$ cat src/rtl/lpms_pkg.sv
// Shared types and constants for the lock-pin motor sequencer.
package lpms_pkg;

  // Default widths and register reset values.
  localparam int unsigned PotBitsDef    = 12;
  localparam int unsigned TimerBitsDef  = 12;
  localparam int unsigned BandBits      = 10;
  localparam int unsigned CfgIdxBits    = 3;
  localparam int unsigned ClosedThrRst  = 800;
  localparam int unsigned OpenThrRst    = 3750;
  localparam int unsigned BandRst       = 100;
  localparam int unsigned TimeoutRst    = 3000;

  // Drive flag bit positions.
  localparam int unsigned DfExt = 0;
  localparam int unsigned DfRet = 1;
  localparam int unsigned DfUnk = 2;
  localparam int unsigned DfOff = 3;
  localparam int unsigned DfStp = 4;

  // Position flag bit positions.
  localparam int unsigned PfOpen   = 0;
  localparam int unsigned PfClosed = 1;
  localparam int unsigned PfElOk   = 2;

  typedef enum logic [2:0] {
    ACT_EXIT    = 3'd0,
    ACT_STOP    = 3'd1,
    ACT_WAIT    = 3'd2,
    ACT_EXTEND  = 3'd3,
    ACT_RETRACT = 3'd4
  } action_e;

  typedef enum logic [1:0] {
    GOAL_OFF       = 2'd0,
    GOAL_OPEN      = 2'd1,
    GOAL_CLOSED    = 2'd2,
    GOAL_UNHANDLED = 2'd3
  } goal_e;

  typedef enum logic [CfgIdxBits-1:0] {
    CFG_CLOSED_THR = 3'd0,
    CFG_OPEN_THR   = 3'd1,
    CFG_BAND       = 3'd2,
    CFG_TIMEOUT    = 3'd3
  } cfg_idx_e;

  // One result transaction.
  typedef struct packed {
    action_e     action;
    logic        pin_open;
    logic        pin_closed;
    logic        elevation_ok;
    logic [4:0]  drive_flags;
    logic        timed_out;
    logic        bus_held;
    logic [1:0]  goal_now;
  } result_t;

endpackage

$ cat src/rtl/lpms_cfg.sv
// Configuration register file for the lock-pin motor sequencer.
module lpms_cfg #(
  parameter int unsigned POT_BITS   = lpms_pkg::PotBitsDef,
  parameter int unsigned TIMER_BITS = lpms_pkg::TimerBitsDef,
  parameter int unsigned CFG_BITS   = (POT_BITS > TIMER_BITS) ? POT_BITS : TIMER_BITS
) (
  input  logic                             clk_i,
  input  logic                             rst_ni,
  input  logic                             wr_en_i,
  input  logic [lpms_pkg::CfgIdxBits-1:0]  wr_idx_i,
  input  logic [CFG_BITS-1:0]              wr_data_i,
  output logic [POT_BITS-1:0]              closed_thr_o,
  output logic [POT_BITS-1:0]              open_thr_o,
  output logic [lpms_pkg::BandBits-1:0]    band_o,
  output logic [TIMER_BITS-1:0]            timeout_o
);

  logic [POT_BITS-1:0]           closed_thr_q;
  logic [POT_BITS-1:0]           open_thr_q;
  logic [lpms_pkg::BandBits-1:0] band_q;
  logic [TIMER_BITS-1:0]         timeout_q;
  logic [31:0]                   wide_data;

  // Zero-extend the write data so every register can take its low bits.
  assign wide_data = 32'(wr_data_i);

  // Registers are written by index; unknown indexes are ignored.
  always_ff @(posedge clk_i or negedge rst_ni) begin
    if (!rst_ni) begin
      closed_thr_q <= POT_BITS'(lpms_pkg::ClosedThrRst);
      open_thr_q   <= POT_BITS'(lpms_pkg::OpenThrRst);
      band_q       <= lpms_pkg::BandBits'(lpms_pkg::BandRst);
      timeout_q    <= TIMER_BITS'(lpms_pkg::TimeoutRst);
    end else if (wr_en_i) begin
      case (wr_idx_i)
        lpms_pkg::CFG_CLOSED_THR: closed_thr_q <= wide_data[POT_BITS-1:0];
        lpms_pkg::CFG_OPEN_THR:   open_thr_q   <= wide_data[POT_BITS-1:0];
        lpms_pkg::CFG_BAND:       band_q       <= wide_data[lpms_pkg::BandBits-1:0];
        lpms_pkg::CFG_TIMEOUT:    timeout_q    <= wide_data[TIMER_BITS-1:0];
        default: ;
      endcase
    end
  end

  assign closed_thr_o = closed_thr_q;
  assign open_thr_o   = open_thr_q;
  assign band_o       = band_q;
  assign timeout_o    = timeout_q;

endmodule

$ cat src/rtl/lpms_core.sv
// Sequencer state and per-transaction decision logic.
module lpms_core #(
  parameter int unsigned POT_BITS   = lpms_pkg::PotBitsDef,
  parameter int unsigned TIMER_BITS = lpms_pkg::TimerBitsDef
) (
  input  logic                          clk_i,
  input  logic                          rst_ni,
  input  logic                          step_en_i,
  input  logic                          cmd_i,
  input  logic [POT_BITS-1:0]           pot_i,
  input  logic                          el_in_range_i,
  input  logic [1:0]                    goal_code_i,
  input  logic                          force_reset_i,
  input  logic                          ignore_elevation_i,
  input  logic [POT_BITS-1:0]           closed_thr_i,
  input  logic [POT_BITS-1:0]           open_thr_i,
  input  logic [lpms_pkg::BandBits-1:0] band_i,
  input  logic [TIMER_BITS-1:0]         timeout_i,
  output lpms_pkg::result_t             result_o
);

  localparam int unsigned MaxW  = (POT_BITS > lpms_pkg::BandBits) ? POT_BITS
                                                                  : lpms_pkg::BandBits;
  localparam int unsigned SumW  = MaxW + 1;

  logic [4:0]            drive_q, drive_d, drive_fix;
  logic [2:0]            pos_q, pos_d;
  logic [TIMER_BITS-1:0] cnt_q, cnt_d, cnt_dec;
  lpms_pkg::goal_e       goal_q, goal_d;
  logic                  force_q, force_d;
  logic                  ign_q, ign_d;

  lpms_pkg::action_e     act_pick, act_fin;
  lpms_pkg::goal_e       goal_tick;
  logic                  tmo;
  logic [SumW-1:0]       pot_w, closed_sum, open_sum;
  logic                  in_band;

  // Widened band sums so the tests never wrap.
  assign pot_w      = SumW'(pot_i);
  assign closed_sum = SumW'(closed_thr_i) + SumW'(band_i);
  assign open_sum   = pot_w + SumW'(band_i);
  assign in_band    = (pot_w < closed_sum) || (open_sum > SumW'(open_thr_i));

  // On contradictory drive flags or a pending forced reset, clear all but the unknown flag.
  always_comb begin
    drive_fix = drive_q;
    if (((drive_q[lpms_pkg::DfExt] || drive_q[lpms_pkg::DfRet] ||
          drive_q[lpms_pkg::DfUnk]) && drive_q[lpms_pkg::DfOff]) || force_q) begin
      drive_fix = 5'b0;
      drive_fix[lpms_pkg::DfUnk] = drive_q[lpms_pkg::DfUnk];
    end
  end

  // Classify the pin with hysteresis; inside the band the old status holds.
  always_comb begin
    pos_d = 3'b0;
    if (pot_i < closed_thr_i) begin
      pos_d[lpms_pkg::PfClosed] = 1'b1;
    end else if (pot_i > open_thr_i) begin
      pos_d[lpms_pkg::PfOpen] = 1'b1;
    end else if (in_band) begin
      pos_d[1:0] = pos_q[1:0];
    end
    pos_d[lpms_pkg::PfElOk] = el_in_range_i;
  end

  // Pick the action for the stored goal.
  always_comb begin
    act_pick  = lpms_pkg::ACT_EXIT;
    goal_tick = goal_q;
    case (goal_q)
      lpms_pkg::GOAL_OPEN: begin
        if (pos_d[lpms_pkg::PfOpen] && drive_fix[lpms_pkg::DfOff]) begin
          act_pick = lpms_pkg::ACT_EXIT;
        end else if (pos_d[lpms_pkg::PfOpen]) begin
          act_pick = lpms_pkg::ACT_STOP;
        end else if (drive_fix[lpms_pkg::DfRet]) begin
          act_pick = lpms_pkg::ACT_WAIT;
        end else if (drive_fix[lpms_pkg::DfOff]) begin
          act_pick = lpms_pkg::ACT_RETRACT;
        end else begin
          act_pick = lpms_pkg::ACT_STOP;
        end
      end
      lpms_pkg::GOAL_CLOSED: begin
        if (pos_d[lpms_pkg::PfClosed] && drive_fix[lpms_pkg::DfOff]) begin
          act_pick = lpms_pkg::ACT_EXIT;
        end else if (pos_d[lpms_pkg::PfClosed]) begin
          act_pick = lpms_pkg::ACT_STOP;
        end else if (pos_d[lpms_pkg::PfElOk] || ign_q) begin
          if (pos_d[lpms_pkg::PfOpen] && drive_fix[lpms_pkg::DfStp]) begin
            act_pick = lpms_pkg::ACT_WAIT;
          end else if (drive_fix[lpms_pkg::DfExt]) begin
            act_pick = lpms_pkg::ACT_WAIT;
          end else if (drive_fix[lpms_pkg::DfStp]) begin
            act_pick = lpms_pkg::ACT_STOP;
          end else if (drive_fix[lpms_pkg::DfOff]) begin
            act_pick = lpms_pkg::ACT_EXTEND;
          end else begin
            act_pick = lpms_pkg::ACT_STOP;
          end
        end else if (drive_fix[lpms_pkg::DfOff]) begin
          act_pick = lpms_pkg::ACT_WAIT;
        end else begin
          act_pick = lpms_pkg::ACT_STOP;
        end
      end
      lpms_pkg::GOAL_OFF: begin
        act_pick = drive_fix[lpms_pkg::DfOff] ? lpms_pkg::ACT_EXIT : lpms_pkg::ACT_STOP;
      end
      default: begin
        // An unhandled goal falls back to off.
        act_pick  = lpms_pkg::ACT_EXIT;
        goal_tick = lpms_pkg::GOAL_OFF;
      end
    endcase
  end

  // Timeout override and the drive and counter updates that follow.
  assign tmo     = (cnt_q == TIMER_BITS'(1));
  assign act_fin = tmo ? lpms_pkg::ACT_STOP : act_pick;
  assign cnt_dec = (cnt_q != '0) ? cnt_q - TIMER_BITS'(1) : cnt_q;

  always_comb begin
    drive_d  = drive_q;
    cnt_d    = cnt_q;
    goal_d   = goal_q;
    force_d  = force_q;
    ign_d    = ign_q;
    result_o = '0;
    if (cmd_i) begin
      goal_d  = lpms_pkg::goal_e'(goal_code_i);
      force_d = force_reset_i;
      ign_d   = ignore_elevation_i;
      result_o.action       = lpms_pkg::ACT_EXIT;
      result_o.pin_open     = pos_q[lpms_pkg::PfOpen];
      result_o.pin_closed   = pos_q[lpms_pkg::PfClosed];
      result_o.elevation_ok = pos_q[lpms_pkg::PfElOk];
      result_o.drive_flags  = drive_q;
      result_o.goal_now     = (goal_code_i == lpms_pkg::GOAL_UNHANDLED) ?
                              lpms_pkg::GOAL_OFF : goal_code_i;
    end else begin
      force_d = 1'b0;
      goal_d  = goal_tick;
      case (act_fin)
        lpms_pkg::ACT_STOP: begin
          cnt_d   = '0;
          drive_d = 5'b0;
          drive_d[lpms_pkg::DfOff] = 1'b1;
        end
        lpms_pkg::ACT_EXTEND: begin
          cnt_d   = timeout_i;
          drive_d = 5'b0;
          drive_d[lpms_pkg::DfExt] = 1'b1;
        end
        lpms_pkg::ACT_RETRACT: begin
          cnt_d   = timeout_i;
          drive_d = 5'b0;
          drive_d[lpms_pkg::DfRet] = 1'b1;
        end
        default: begin
          cnt_d   = cnt_dec;
          drive_d = drive_fix;
        end
      endcase
      result_o.action       = act_fin;
      result_o.pin_open     = pos_d[lpms_pkg::PfOpen];
      result_o.pin_closed   = pos_d[lpms_pkg::PfClosed];
      result_o.elevation_ok = pos_d[lpms_pkg::PfElOk];
      result_o.drive_flags  = drive_d;
      result_o.timed_out    = tmo;
      result_o.bus_held     = (act_fin != lpms_pkg::ACT_EXIT);
      result_o.goal_now     = goal_tick;
    end
  end

  // Sequencer state advances once per transaction.
  always_ff @(posedge clk_i or negedge rst_ni) begin
    if (!rst_ni) begin
      drive_q <= 5'b1 << lpms_pkg::DfUnk;
      pos_q   <= 3'b0;
      cnt_q   <= '0;
      goal_q  <= lpms_pkg::GOAL_OFF;
      force_q <= 1'b0;
      ign_q   <= 1'b0;
    end else if (step_en_i) begin
      drive_q <= drive_d;
      pos_q   <= cmd_i ? pos_q : pos_d;
      cnt_q   <= cnt_d;
      goal_q  <= goal_d;
      force_q <= force_d;
      ign_q   <= ign_d;
    end
  end

endmodule

$ cat src/rtl/lock_pin_motor_sequencer.sv
// Top level of the lock-pin motor sequencer: input and result registers.
//
//  Channel | Direction | Handshake             | Payload
//  in      | input     | in_valid_i/in_ready_o | cmd, pot, el_in_range, goal_code, ...
//  out     | output    | out_valid_o/out_ready_i | action, pin flags, drive_flags, ...
//  cfg     | input     | cfg_valid_i/cfg_ready_o | cfg_idx_i, cfg_data_i
//
// A transaction enters the input register when it is accepted, then passes
// through the decision logic into the result register, from which its
// result is taken. One transaction per cycle is sustained while out_ready_i
// stays high.
// Reset puts the drive flags at unknown only, with the goal off.
// A stalled result holds both stages; the input side takes a new
// transaction whenever the input register is empty or drains this cycle.
module lock_pin_motor_sequencer #(
  parameter int unsigned POT_BITS   = lpms_pkg::PotBitsDef,
  parameter int unsigned TIMER_BITS = lpms_pkg::TimerBitsDef,
  parameter int unsigned CFG_BITS   = (POT_BITS > TIMER_BITS) ? POT_BITS : TIMER_BITS
) (
  input  logic                            clk_i,
  input  logic                            rst_ni,
  input  logic                            in_valid_i,
  output logic                            in_ready_o,
  input  logic                            cmd_i,
  input  logic [POT_BITS-1:0]             pot_i,
  input  logic                            el_in_range_i,
  input  logic [1:0]                      goal_code_i,
  input  logic                            force_reset_i,
  input  logic                            ignore_elevation_i,
  output logic                            out_valid_o,
  input  logic                            out_ready_i,
  output logic [2:0]                      action_o,
  output logic                            pin_open_o,
  output logic                            pin_closed_o,
  output logic                            elevation_ok_o,
  output logic [4:0]                      drive_flags_o,
  output logic                            timed_out_o,
  output logic                            bus_held_o,
  output logic [1:0]                      goal_now_o,
  input  logic                            cfg_valid_i,
  output logic                            cfg_ready_o,
  input  logic [lpms_pkg::CfgIdxBits-1:0] cfg_idx_i,
  input  logic [CFG_BITS-1:0]             cfg_data_i
);

  logic                          s1_valid_q;
  logic                          s1_cmd_q;
  logic [POT_BITS-1:0]           s1_pot_q;
  logic                          s1_el_q;
  logic [1:0]                    s1_goal_q;
  logic                          s1_force_q;
  logic                          s1_ign_q;
  logic                          advance;
  logic                          in_fire;
  logic                          res_valid_q;
  lpms_pkg::result_t             res_q;
  lpms_pkg::result_t             res_d;
  logic [POT_BITS-1:0]           closed_thr;
  logic [POT_BITS-1:0]           open_thr;
  logic [lpms_pkg::BandBits-1:0] band;
  logic [TIMER_BITS-1:0]         timeout;

  assign cfg_ready_o = 1'b1;

  lpms_cfg #(
    .POT_BITS  (POT_BITS),
    .TIMER_BITS(TIMER_BITS),
    .CFG_BITS  (CFG_BITS)
  ) u_cfg (
    .clk_i       (clk_i),
    .rst_ni      (rst_ni),
    .wr_en_i     (cfg_valid_i),
    .wr_idx_i    (cfg_idx_i),
    .wr_data_i   (cfg_data_i),
    .closed_thr_o(closed_thr),
    .open_thr_o  (open_thr),
    .band_o      (band),
    .timeout_o   (timeout)
  );

  // Stage handshake: the input register drains when the result slot frees.
  assign advance    = s1_valid_q && (!res_valid_q || out_ready_i);
  assign in_ready_o = !s1_valid_q || advance;
  assign in_fire    = in_valid_i && in_ready_o;

  // Input register.
  always_ff @(posedge clk_i or negedge rst_ni) begin
    if (!rst_ni) begin
      s1_valid_q <= 1'b0;
    end else if (in_ready_o) begin
      s1_valid_q <= in_valid_i;
    end
  end

  always_ff @(posedge clk_i) begin
    if (in_fire) begin
      s1_cmd_q   <= cmd_i;
      s1_pot_q   <= pot_i;
      s1_el_q    <= el_in_range_i;
      s1_goal_q  <= goal_code_i;
      s1_force_q <= force_reset_i;
      s1_ign_q   <= ignore_elevation_i;
    end
  end

  lpms_core #(
    .POT_BITS  (POT_BITS),
    .TIMER_BITS(TIMER_BITS)
  ) u_core (
    .clk_i             (clk_i),
    .rst_ni            (rst_ni),
    .step_en_i         (advance),
    .cmd_i             (s1_cmd_q),
    .pot_i             (s1_pot_q),
    .el_in_range_i     (s1_el_q),
    .goal_code_i       (s1_goal_q),
    .force_reset_i     (s1_force_q),
    .ignore_elevation_i(s1_ign_q),
    .closed_thr_i      (closed_thr),
    .open_thr_i        (open_thr),
    .band_i            (band),
    .timeout_i         (timeout),
    .result_o          (res_d)
  );

  // Result register.
  always_ff @(posedge clk_i or negedge rst_ni) begin
    if (!rst_ni) begin
      res_valid_q <= 1'b0;
    end else if (advance) begin
      res_valid_q <= 1'b1;
    end else if (out_ready_i) begin
      res_valid_q <= 1'b0;
    end
  end

  always_ff @(posedge clk_i) begin
    if (advance) begin
      res_q <= res_d;
    end
  end

  assign out_valid_o    = res_valid_q;
  assign action_o       = res_q.action;
  assign pin_open_o     = res_q.pin_open;
  assign pin_closed_o   = res_q.pin_closed;
  assign elevation_ok_o = res_q.elevation_ok;
  assign drive_flags_o  = res_q.drive_flags;
  assign timed_out_o    = res_q.timed_out;
  assign bus_held_o     = res_q.bus_held;
  assign goal_now_o     = res_q.goal_now;

`ifndef SYNTHESIS
  // A timeout always shows up as a stop.
  a_timeout_stops: assert property (@(posedge clk_i) disable iff (!rst_ni)
    (out_valid_o && timed_out_o) |-> (action_o == lpms_pkg::ACT_STOP))
    else $error("timeout without stop action");

  // The shown goal is never the unhandled code.
  a_goal_shown: assert property (@(posedge clk_i) disable iff (!rst_ni)
    out_valid_o |-> (goal_now_o != lpms_pkg::GOAL_UNHANDLED))
    else $error("unhandled goal shown");

  // A stalled result must keep the input stage from draining.
  a_stall_holds: assert property (@(posedge clk_i) disable iff (!rst_ni)
    (out_valid_o && !out_ready_i && s1_valid_q) |=> (s1_valid_q && out_valid_o))
    else $error("pipeline advanced during a stall");
`endif

endmodule

$ cat config.mk
export PLATFORM = sky130hd
export DESIGN_NAME = lock_pin_motor_sequencer
export DESIGN_NICKNAME = d
export VERILOG_FILES = /design/src/rtl/lpms_pkg.sv /design/src/rtl/lpms_cfg.sv /design/src/rtl/lpms_core.sv /design/src/rtl/lock_pin_motor_sequencer.sv
export SDC_FILE = /design/constraint.sdc
export NUM_CORES = 1
export LEC_CHECK = 0
export BUFFER_PORTS_ARGS = -buffer_cell sky130_fd_sc_hd__buf_2
export CORE_MARGIN = 2
export CORE_UTILIZATION = 30
export CTS_CLUSTER_DIAMETER = 200
export DETAILED_ROUTE_END_ITERATION = 10
export PLACE_DENSITY = 0.49
export SLEW_MARGIN = 20
export SYNTH_ARGS = -nofsm -noshare
export SYNTH_HDL_FRONTEND = slang
export SYNTH_SLANG_ARGS = --single-unit
export TNS_END_PERCENT = 50
$ cat constraint.sdc
create_clock -name clk_i -period 10.7 [get_ports clk_i]
set_input_delay 0.535 -clock clk_i [delete_from_list [all_inputs] [get_ports clk_i]]
set_output_delay 0.535 -clock clk_i [all_outputs]
set_load 0.02 [all_outputs]
# [After elaboration in Yosys (flattened, before gate mapping)]
# Cells that the tools add are included.
[op_classes] mux=32 n_lt_le_gt_ge=4 addsub=3 eq_ne=10 bitwise=1 reduce_logical=30
[op_table] op="3-bit two-way mux" n=11
[op_table] op="12-bit by 10-bit adder with 13-bit output" n=2
[op_table] op="12-bit one-hot mux with 2 select lines" n=1
[op_table] op="5-bit one-hot mux with 3 select lines" n=1
[op_table] op="2-bit two-way mux" n=7
[op_table] op="13-bit by 12-bit greater-than comparator with 1-bit output" n=1
[op_table] op="12-bit by 13-bit < comparator with 1-bit output" n=1
[op_table] op="12-bit by 1-bit == test with 1-bit output (second input constant)" n=1
[op_table] op="12-bit greater-than comparator" n=1
[op_table] op="12-bit < comparator" n=1
[op_table] op="12-bit two-way mux" n=1
[op_table] op="2-bit AND reduction" n=6
[op_table] op="12-bit nonzero test" n=1
[op_table] op="12-bit by 1-bit subtractor with 12-bit output (second input constant)" n=1
[op_table] op="3-bit by 2-bit == test with 1-bit output (second input constant)" n=3
[op_table] op="3-bit one-hot mux with 3 select lines" n=1
[op_table] op="1-bit two-way mux" n=8
[op_table] op="8-bit two-way mux" n=1
[op_table] op="1-bit logical OR" n=7
[op_table] op="3-bit by 1-bit == test with 1-bit output (second input constant)" n=2
[op_table] op="1-bit logical AND" n=6
[op_table] op="3-bit nonzero test" n=2
[op_table] op="5-bit two-way mux" n=1
[op_table] op="2-bit == test (second input constant)" n=2
[op_table] op="other kinds (10)" n=11
[totals] inputBits=38 register_bits=105

# [Logic depth before layout (Yosys ltp)]
# Gate-level depths: netlist of the first run.
[depth] word_depth=18 ltp_mapped=27 depth_no_buf=24

# [Hierarchy]
# A second synthesis of the first run with hierarchy kept.
[unflattened] cells_unflattened=647 area_unflattened_um2=7008.0
[by_module_without_submodules] mod="lpms_core" area_each_um2=3928.8 instances=1 cells_per_inst=504
[by_module_without_submodules] mod="lpms_cfg" area_each_um2=1973.1 instances=1 cells_per_inst=100
[by_module_without_submodules] mod="lock_pin_motor_sequencer" area_each_um2=1106.1 instances=1 cells_per_inst=43

# [Worst setup path before layout of the first run]
# OpenSTA, ideal clock, no wires.
[synth_path] kind="register to register" start="register u_cfg.closed_thr_q[1] (netlist: u_cfg.closed_thr_o[1])" end="register u_core.cnt_q[4]" path_buffers=1 setup_ps=126 synth_period_minus_slack_ps=5018 stages_incl_launch_ff=25 path_slack_ps=5682 arrival_time_ps=4892 t_required_ps=10574 path_cell_list="dfrtp_1 ha_1 a21o_1 a21oi_1 o21bai_1 a21oi_1 o21bai_1 a21oi_1 nor2b_1 o21a_1 o21a_1 o21ai_0 xnor2_1 ha_1 nor2b_1 a2111oi_2 nand3_1 and3_1 a211o_2 a221o_2 o311ai_4 o31a_1 buf_6 a21bo_1 a221o_1"
[synth_via] elab_chain_cells=17
[synth_rtl] element="from (decl)" line_no="lpms_cfg.sv:18" source="logic [POT_BITS-1:0] closed_thr_q;"
[synth_rtl] element="from (signal assigned)" line_no="lpms_cfg.sv:30" source="closed_thr_q <= POT_BITS'(lpms_pkg::ClosedThrRst);"
[synth_rtl] element="from (signal assigned)" line_no="lpms_cfg.sv:36" source="lpms_pkg::CFG_CLOSED_THR: closed_thr_q <= wide_data[POT_BITS-1:0];"
[synth_rtl] element="12-bit by 10-bit adder with 13-bit output" line_no="lpms_core.sv:41" source="assign closed_sum = SumW'(closed_thr_i) + SumW'(band_i);"
[synth_rtl] element="12-bit by 13-bit < comparator with 1-bit output" line_no="lpms_core.sv:43" source="assign in_band = (pot_w < closed_sum) || (open_sum > SumW'(open_thr_i));"
[synth_rtl] element="1-bit logical OR" line_no="lpms_core.sv:43"
[synth_rtl] element="2-bit two-way mux" line_no="lpms_core.sv:62" source="end else if (in_band) begin"
[synth_rtl] element="1-bit two-way mux" line_no="lpms_core.sv:60" source="end else if (pot_i > open_thr_i) begin"
[synth_rtl] element="1-bit two-way mux" line_no="lpms_core.sv:58" source="if (pot_i < closed_thr_i) begin"
[synth_rtl] element="1-bit logical AND" line_no="lpms_core.sv:92" source="if (pos_d[lpms_pkg::PfOpen] && drive_fix[lpms_pkg::DfStp]) begin"
[synth_rtl] element="3-bit two-way mux" line_no="lpms_core.sv:92"
[synth_rtl] element="3-bit two-way mux" line_no="lpms_core.sv:91" source="end else if (pos_d[lpms_pkg::PfElOk] || ign_q) begin"
[synth_rtl] element="3-bit two-way mux" line_no="lpms_core.sv:89" source="end else if (pos_d[lpms_pkg::PfClosed]) begin"
[synth_rtl] element="3-bit two-way mux" line_no="lpms_core.sv:87" source="if (pos_d[lpms_pkg::PfClosed] && drive_fix[lpms_pkg::DfOff]) begin"
[synth_rtl] element="3-bit one-hot mux with 3 select lines *" line_no="lpms_core.sv:72" source="case (goal_q)"
[synth_rtl] element="3-bit two-way mux *" line_no="lpms_core.sv:122" source="assign act_fin = tmo ? lpms_pkg::ACT_STOP : act_pick;"
[synth_rtl] element="3-bit by 2-bit == test with 1-bit output or 3-bit == test (tied branches)" line_no="lpms_core.sv:146" source="case (act_fin)"
[synth_rtl] element="2-bit OR reduction (no source line)"
[synth_rtl] element="3-bit nonzero test (no source line)"
[synth_rtl] element="3-bit AND reduction (no source line)"
[synth_rtl] element="to (signal assigned)" line_no="lpms_core.sv:190" source="cnt_q <= cnt_d;"
[synth_rtl] element="to (decl)" line_no="lpms_core.sv:28" source="logic [TIMER_BITS-1:0] cnt_q, cnt_d, cnt_dec;"
# Mark *: on every way between the ends. The rest lies on a longest branch, timed or not.
# A chain may end at the register's enable or synchronous reset.

# [Worst setup path after layout of the first run]
# Ends and elaborated chain as after synthesis.

==> results of run 1 <==
==> placed cells by master (no fill, tap or decap), drive strengths merged, types with 10 or more instances in the layout <==
cell / n
dfrtp: 51
xnor2: 14
nand3: 14
nand2b: 10
inv: 49
mux2: 27
ha: 68
a21oi: 41
nor2: 36
edfxtp: 33
o21ai: 49
nand2: 57
clkbuf: 12
dfstp: 21
buf: 57
==> power by group <==
part           internal [uW]  switching, uW
registers                512           64.5
clock network            170            160
logic                    280            374
==> synth_stat cells, drive strengths merged (7+ instances only) <==
master | number | area [um2]
edfxtp | 33 | 991
buf | 9 | 67.6
dfstp | 21 | 552
and3 | 7 | 43.8
ha | 68 | 851
nand3 | 14 | 70.1
xnor2 | 14 | 123
a21oi | 41 | 209
o21a | 9 | 67.6
o21ai | 49 | 249
nor2b | 9 | 56.3
nor2 | 36 | 138
nand2b | 10 | 62.6
clkbuf | 12 | 45.0
nand2 | 57 | 221
inv | 45 | 169
nor3 | 7 | 35.0
dfrtp | 51 | 1280
mux2 | 27 | 304
==> worst reg2reg max path: cells and delay by family, from the launching register on <==
kind                       cells  cell delay, ps
adders and majority gates      2             560
xor gates and xnor gates       1             150
and+or+nand+nor                4             570
AOI/OAI and AO/OA             16            3890
DFF                            1             430
==> cells by family (layout without fill, tap and decap cells) <==
family / after synthesis / count (layout) / share of synthesized area, %
xor+xnor: 18 / 18 / 2.42
compound gates: 171 / 171 / 17.9
other cells: 1 / 1 / 0.0575
simple gates: 176 / 176 / 13.7
flops: 105 / 105 / 43.2
mux: 27 / 27 / 4.66
buf+inv: 66 / 119 / 4.32
fa+ha+maj: 70 / 70 / 13.7
==> through the flow <==
step	std cells	hold slack, ps	area [um2]	utilization (%)
5_1_grt	962	119	7400	35.0
2_1_floorplan	634	239	6520	-
3_3_place_gp	944	463	7070	33.4
3_5_place_dp	944	458	7070	33.4
4_1_cts	960	328	7360	34.8
6_report	962	112	7400	35.0
==> state kept, by name (all words and copies together) (netlist names), 2 cells and up <==
| register | count |
|---|---|
| action_o | 3 |
| drive_flags_o | 5 |
| goal_now_o | 2 |
| s1_goal_q | 2 |
| s1_pot_q | 12 |
| u_cfg.band_o | 10 |
| u_cfg.closed_thr_o | 12 |
| u_cfg.open_thr_o | 12 |
| u_cfg.timeout_o | 12 |
| u_core.cnt_q | 12 |
| u_core.drive_q | 5 |
| u_core.goal_q | 2 |
| u_core.pos_q | 3 |
==> worst paths after layout <==
check,startpoint,to,cells past startpoint
max,u_cfg.closed_thr_o[1],u_core.cnt_q[4],23
min,rst_ni,u_core.cnt_q[0],1
max reg2reg,u_cfg.closed_thr_o[1],u_core.cnt_q[4],23
min reg2reg,u_core.pos_q[2],u_core.pos_q[2],2
max in group asynchronous,rst_ni,u_cfg.closed_thr_o[8],2
min in group clk_i,goal_code_i[0],s1_goal_q[0],1
==> routing by layer <==
metal / GRT usage [%] / up-vias / part of all wire [%] / routed length [um]
li1: - / 2412 / - / -
met3: 2.56 / 14 / 2.7 / 427
met5: 0 / - / 0 / 0
met1: 18.5 / 2347 / 47 / 7280
met4: 3.79 / 0 / 1.1 / 168
met2: 24.9 / 72 / 49 / 7690
==> layout make-up <==
| cell class | instances | share of cell area, % |
|---|---|---|
| Multi-Input combinational cell | 463 | 46.6 |
| Sequential cell | 105 | 38.1 |
| Tap cell | 275 | 4.65 |
| Timing Repair Buffer | 58 | 4.45 |
| Clock buffer | 11 | 3.28 |
| Inverter | 45 | 2.28 |
| Clock inverter | 5 | 0.626 |
==> results.sh, run 1 <==
export IMPL_dieArea_um2=22900
export IMPL_cts_sinks=105
export IMPL_viasPerCell=5.04
export IMPL_cts_tree="built"
export IMPL_period_share_pct=53.4
export IMPL_cts_max_path_buffers=2
export IMPL_avgSynthCellArea_um2=10.3
export IMPL_final_seq_area_um2=2820
export IMPL_critPathCaptureType="flop"
export IMPL_final_setup_worst_slack_ps=4980
export IMPL_initial_core_util_pct=30.8
export IMPL_rrSetupSlack_ps=4980
export IMPL_synth_cell_types=75
export IMPL_post_cts_buffers=0
export IMPL_wire_per_inst_um=16.2
export IMPL_firstDrtPassIters=4
export IMPL_chipWidth_um=151
export IMPL_grt_pass1_wl_mm=25.5
export IMPL_track_usage_pct=14.4
export IMPL_dp_hpwl_mm=12.2
export IMPL_syn_nets=742
export IMPL_worst_path_largest_cell_delay_ps=470
export IMPL_rows=53
export IMPL_cp_start_kind="flop"
export IMPL_p_leak_uw=0.00316
export IMPL_ys_ff_latch=105
export IMPL_finalPower_uw=1560
export IMPL_pre_cts_ws_ps=5010
export IMPL_crit_family="compound AO/OA/AOI/OAI gates"
export IMPL_htreeDepth=3
export IMPL_cp_slowest_cell="o31a_1"
export IMPL_hold_viol=0
export IMPL_fill_cells=2118
export IMPL_cts_root_buf="clkbuf_16"
export IMPL_power_density_nw_per_um2=211
export IMPL_outcome="completed"
export IMPL_cp_max_fo=10
export IMPL_antenna_cells=0
export IMPL_nets=790
export IMPL_path_buf_inv=0
export IMPL_die_y_um=151
export IMPL_synth_warnings=0
export IMPL_ios=56
export IMPL_first_iter_violations=259
export IMPL_vdd_drop_max_v=0.0000896
export IMPL_ys_flop_type="dfrtp_1"
export IMPL_hp_class="input port to asynchronous set/reset pin"
export IMPL_fin_crit_ps=5720
export IMPL_drc_errors=0
export IMPL_ctsHoldBuffers=0
export IMPL_grt_start_max_net_pins=73
export IMPL_slew_violations=0
export IMPL_vias=4845
export IMPL_critPathKind="flop to flop"
export IMPL_clk_latency_ps=360
export IMPL_cp_common_cell="a21oi_1"
export IMPL_synth_area_um2=6520
export IMPL_fin_tns_setup_ps=0
export IMPL_core_area_um2=21200
export IMPL_setup_viol=0
export IMPL_wl_mm=15.6
export IMPL_relSlewSlack_pct=39.1
export IMPL_drv_cap=0
export IMPL_path_cells="ha_1, a21o_1, a21oi_1, o21bai_1, a21oi_1, o21bai_1, a21oi_1, nor2b_1, o21a_1, o21a_1, o21ai_0, xnor2_1, ha_1, nor2b_1, a2111oi_2, nand3_1, and3_1, a211o_2, a221o_2, o311ai_4, o31a_1, a21bo_1, a221o_1"
export IMPL_drive_gt1_share_pct=20.1
export IMPL_rsz0062_at_grt="no"
export IMPL_antenna_found_initial=0
export IMPL_multi_input_area_um2=3450
export IMPL_overflow=0
export IMPL_skew_ps=8.37
export IMPL_place_congestion=0.822
export IMPL_clk_pin_slew_worst_paths_ps=70
export IMPL_synth_edf_count=33
export IMPL_postCtsResizedCells=0
export IMPL_postSynth_asyncResetShare_pct=68.6
export IMPL_ys_seq_area_share_pct=43.2
export IMPL_required_ps=10940
export IMPL_critical_path_arrival_ps=5960
export IMPL_cts_made_buffers=9
export IMPL_max_freq_ghz=0.175
export IMPL_netlist_instances=634
export IMPL_tightest_slew_ps=914
export IMPL_grt_pass1_vias=4915
export IMPL_drtAntennaViolNets=0
export IMPL_area_growth_pct=13.4
export IMPL_portBuffers=54
(Power assumes the default switching activity.)
==> run 2: changes to the inputs <==
clock period = 5.65 ns   (was 10.7 ns; I/O delays follow)
==> run 2 against run 1 <==
Net effect:
- combinational power increased by 100%
- non-clock buffer count is 5 higher
- sequential cell count stayed put
- first-iteration DRC count decreased by 24%
- final area increased by 0.66%
- global-route usage increased by 0.24 points
- die area unchanged
- clock-buffer cell count is the same
- utilization increased by 0.23 points
- sequential power up 91%
- register-to-register slack worse by 4700 ps
- critical path depth unchanged
==> results.sh, run 2 (synthesized netlist as in run 1, its figures left out) <==
export IMPL_initial_core_util_pct=30.8
export IMPL_grt_pass1_vias=5005
export IMPL_cts_tree="built"
export IMPL_drv_cap=0
export IMPL_dp_cells=947
export IMPL_hp_class="input port to asynchronous set/reset pin"
export IMPL_stdcell_area_um2=7450
export IMPL_rsz0062_at_grt="no"
export IMPL_fin_tns_setup_ps=0
export IMPL_placed_area_um2=7090
export IMPL_grt_start_max_net_pins=73
export IMPL_final_cells=967
export IMPL_critPathKind="flop to flop"
export IMPL_htreeDepth=3
export IMPL_period_share_pct=94.4
export IMPL_dieArea_um2=22900
export IMPL_cts_root_buf="clkbuf_16"
export IMPL_power_density_nw_per_um2=404
export IMPL_overflow=0
export IMPL_drtAntennaViolNets=0
export IMPL_cp_start_kind="flop"
export IMPL_place_congestion=0.871
export IMPL_first_iter_violations=198
export IMPL_hold_viol=0
export IMPL_cp_max_fo=7
export IMPL_finalPower_uw=3010
export IMPL_cts_max_path_buffers=2
export IMPL_max_freq_ghz=0.187
export IMPL_dp_hpwl_mm=12.5
export IMPL_wire_per_inst_um=16.6
export IMPL_slew_violations=0
export IMPL_rows=53
export IMPL_critical_path_arrival_ps=5580
export IMPL_fin_crit_ps=5340
export IMPL_portBuffers=54
export IMPL_tightest_slew_ps=1020
export IMPL_firstDrtPassIters=4
export IMPL_fill_cells=2135
export IMPL_clk_latency_ps=350
export IMPL_utilization_pct=35.2
export IMPL_viasPerCell=5.09
export IMPL_cts_made_buffers=9
export IMPL_wl_mm=16.0
export IMPL_setup_viol=0
export IMPL_required_ps=5890
export IMPL_cts_sinks=105
export IMPL_core_area_um2=21200
export IMPL_drive_gt1_share_pct=22.1
export IMPL_final_cell_mix="ha_1, nand2_1, buf_2"
export IMPL_grt_pass1_wl_mm=25.8
export IMPL_clk_pin_slew_worst_paths_ps=70
export IMPL_outcome="completed"
export IMPL_drc_errors=0
export IMPL_nets=795
export IMPL_antenna_cells=0
export IMPL_track_usage_pct=14.6
export IMPL_chipWidth_um=151
export IMPL_ios=56
export IMPL_skew_ps=7.60
export IMPL_p_leak_uw=0.00316
export IMPL_area_growth_pct=14.2
export IMPL_layout_commonest_cell="ha_1"
export IMPL_vias=4918
export IMPL_ctsHoldBuffers=0
export IMPL_vdd_drop_max_v=0.000172
export IMPL_critPathCaptureType="flop"
export IMPL_die_y_um=151
export IMPL_relSlewSlack_pct=31.8
export IMPL_antenna_found_initial=0
==> run 2: cell count changes in the layout (fill, tap and decap cells not counted), sizes merged <==
| cell | change |
|---|---|
| buf | +6 |
| clkbuf | -1 |
| clkinv | +2 |
| inv | -2 |
==> run 2: layout make-up <==
type,count,area [um2],share of cell area [%]
Tap cell,275,344,4.62
Multi-Input combinational cell,463,3500,47.0
Clock buffer,11,233,3.12
Clock inverter,5,38.8,0.521
Timing Repair Buffer,63,340,4.57
Sequential cell,105,2820,37.9
Inverter,45,169,2.27
==> run 2: routing by layer <==
layer  wire length, um  vias up  global-route usage, %
met5                 0        -                      0
met4               290        0                   4.30
met3               633       23                   2.50
met2              7840      117                   25.1
met1              7260     2358                   18.9
li1                  -     2420                      -
==> run 2: power breakdown <==
| group | internal [uW] | switching, uW |
|---|---|---|
| Clock | 303 | 297 |
| Combinational | 579 | 730 |
| Sequential | 970 | 129 |
==> run 2: final timing paths <==
| kind | start | end | slack (ps) | cells after the start |
|---|---|---|---|---|
| max | u_cfg.closed_thr_o[0] | u_core.cnt_q[3] | 310 | 23 |
| min reg2reg | s1_force_q | u_core.force_q | 480 | 2 |
| max in group asynchronous | rst_ni | u_cfg.band_o[9] | 4930 | 1 |
| max reg2reg | u_cfg.closed_thr_o[0] | u_core.cnt_q[3] | 310 | 23 |
| min | rst_ni | u_core.cnt_q[11] | 70 | 1 |
| min in group clk_i | pot_i[0] | s1_pot_q[0] | 100 | 1 |
==> run 2: per-stage QoR <==
stage	setup WS [ps]	hold WS (ps)
floorplan	632	-13.1
global placement	247	460
detailed placement	170	461
CTS	138	81.7
global route	19.9	82.3
finish	314	72.3
==> run 2: critical path, stage by stage, from the launching register on <==
cell and delay (ps):
dfrtp_1 400, ha_1 240, fa_2 380, a211o_1 260, o211ai_1 150, a21oi_1 140, o21a_1 200, o21ai_1 160
nand2b_1 80, a21oi_1 190, xnor2_1 140, ha_1 260, a21oi_1 150, nor2b_1 70, a2111oi_2 320, nand3_1 130
and3_2 260, a211o_4 390, a221o_2 380, o311ai_4 100, buf_4 200, nor2_2 80, o221a_1 290, a221o_1 250
==> run 2: timing repair <==
action / in CTS / in global routing
endpoints found under the setup margin: 0 / 23
resized for setup: 0 / 16
buffers inserted: 0 / 4
==> run 3: changes to the inputs <==
GPL_TIMING_DRIVEN = 0   (was unset)
==> run 3 against run 2 <==
Net effect:
- hold slack gained 24 ps
- first-iteration DRC count rose by 30%
- critical path depth is 2 higher
- sequential share of layout area down 0.56 points
- fmax shrank 0.71%
- global-route usage rose by 0.28 points
- via count rose by 2.1%
- worst setup slack lost 38 ps
- sequential cell count unchanged
- die area unchanged
- cell count rose by 1.7%
- sequential power about the same
==> results.sh, run 3 (synthesized netlist as in run 1, its figures left out) <==
export IMPL_outcome="completed"
export IMPL_vias=5020
export IMPL_firstDrtPassIters=5
export IMPL_initial_core_util_pct=30.8
export IMPL_die_y_um=151
export IMPL_portBuffers=54
export IMPL_max_freq_ghz=0.186
export IMPL_p_leak_uw=0.00320
export IMPL_drv_cap=0
export IMPL_htreeDepth=3
export IMPL_antenna_cells=0
export IMPL_holdWs_ps=96.4
export IMPL_fin_crit_ps=5370
export IMPL_cts_made_buffers=9
export IMPL_placed_area_um2=7170
export IMPL_dieArea_um2=22900
export IMPL_antenna_found_initial=0
export IMPL_tightest_slew_ps=914
export IMPL_power_density_nw_per_um2=406
export IMPL_layout_commonest_cell="ha_1"
export IMPL_viasPerCell=5.11
export IMPL_rr_startpoint="u_cfg.closed_thr_o[0]"
export IMPL_rows=53
export IMPL_finalPower_uw=3070
export IMPL_area_growth_pct=16.0
export IMPL_track_usage_pct=14.9
export IMPL_drc_errors=0
export IMPL_cp_max_fo=9
export IMPL_nets=811
export IMPL_grt_pass1_vias=5331
export IMPL_cts_max_path_buffers=2
export IMPL_wl_mm=16.1
export IMPL_required_ps=5890
export IMPL_clk_pin_slew_worst_paths_ps=70
export IMPL_cp_slowest_cell="dfrtp_1"
export IMPL_hold_viol=0
export IMPL_cp_start_kind="flop"
export IMPL_drtAntennaViolNets=0
export IMPL_worst_path_largest_cell_delay_ps=400
export IMPL_ios=56
export IMPL_overflow=0
export IMPL_critical_path_arrival_ps=5610
export IMPL_core_area_um2=21200
export IMPL_relSlewSlack_pct=39.1
export IMPL_cts_tree="built"
export IMPL_setup_viol=0
export IMPL_final_cell_mix="ha_1, nand2_1, buf_2"
export IMPL_cts_sinks=105
export IMPL_chipWidth_um=151
export IMPL_hp_class="input port to flop"
export IMPL_skew_ps=11.3
export IMPL_cts_root_buf="clkbuf_16"
export IMPL_dp_hpwl_mm=12.7
export IMPL_wire_per_inst_um=16.3
export IMPL_place_congestion=0.886
export IMPL_clk_latency_ps=350
export IMPL_critPathKind="flop to flop"
export IMPL_crit_start="u_cfg.closed_thr_o[0]"
export IMPL_period_share_pct=95.1
export IMPL_first_iter_violations=257
export IMPL_critPathCaptureType="flop"
export IMPL_grt_pass1_wl_mm=26.6
export IMPL_slew_violations=0
export IMPL_grt_start_max_net_pins=45
export IMPL_drive_gt1_share_pct=22.3
export IMPL_stdcell_area_um2=7560
export IMPL_worstHoldStart="pot_i[0]"
export IMPL_utilization_pct=35.7
export IMPL_vdd_drop_max_v=0.000157
[run 3: cell count changes in the layout (fill, tap and decap cells not counted), moves of 2 or more]
| cell | change |
|---|---|
| clkbuf_4 | +2 |
| nor4bb_1 | +2 |
| buf_4 | -5 |
| clkinv_4 | -2 |
| a21oi_1 | -4 |
| clkbuf_1 | +11 |
| buf_6 | +3 |
| a21oi_2 | +5 |
[run 3: final timing paths]
kind                                         to  slack [ps]  cells past startpoint
max in group asynchronous  u_cfg.open_thr_o[10]        4580                      3
min reg2reg                     u_core.pos_q[2]         480                      2
min in group asynchronous       u_core.cnt_q[0]         420                      2
max reg2reg                     u_core.cnt_q[5]         280                     25
max                             u_core.cnt_q[5]         280                     25
min                                 s1_pot_q[0]         100                      1
[run 3: per-layer routing]
metal  part of all wire [%]  vias up  global-route usage, %
met1                     44     2421                   18.5
met4                    3.2        0                   5.75
met2                     49      114                   25.9
met3                    3.2       36                   2.47
met5                      0        -                      0
li1                       -     2449                      -
[run 3: area by class of cell]
| cell class | instances | area, um2 |
|---|---|---|
| flip-flops and latches | 105 | 2820 |
| clock inverters | 5 | 62.6 |
| well taps | 275 | 344 |
| fillers | 2129 | 13600 |
| repair buffers | 58 | 325 |
| multi-input cells | 463 | 3490 |
| inverters | 45 | 169 |
| clock buffers | 11 | 233 |
| plain buffers | 21 | 119 |
[run 3: worst max-delay path, delay by kind of cell, from the launching register on]
family | cells | cell delay (ps)
adders and majority gates | 3 | 890
and+or+nand+nor | 7 | 840
xor gates and xnor gates | 1 | 140
AOI/OAI and AO/OA | 11 | 2520
buffers and inverters | 3 | 470
DFF | 1 | 400
[run 3: through the flow]
step                cells  worst slack (ps)  TNS, ps
finish                983               276        0
global route          983             -17.3    -23.3
CTS                   983              10.9        0
detailed placement    964             -48.9     -131
global placement      963              41.9        0
floorplan             634               632        0
[run 3: what timing repair did]
| action | 4_1_cts | 5_1_grt |
|---|---|---|
| pin swaps | 1 | 3 |
| gates cloned | 0 | 0 |
| gates resized for setup | 3 | 17 |
| hold buffers | 1 | 0 |
| setup buffers | 2 | 0 |
| setup endpoints to repair | 11 | 23 |
| endpoints found under the hold margin | 24 | 0 |
[run 3: report_power, final]
| part | leakage, uW | internal [uW] | switching [uW] | total (uW) |
|---|---|---|---|---|
| clock | 0.000142 | 348 | 292 | 641 |
| combinational | 0.00191 | 582 | 766 | 1350 |
| sequential | 0.00116 | 970 | 110 | 1080 |
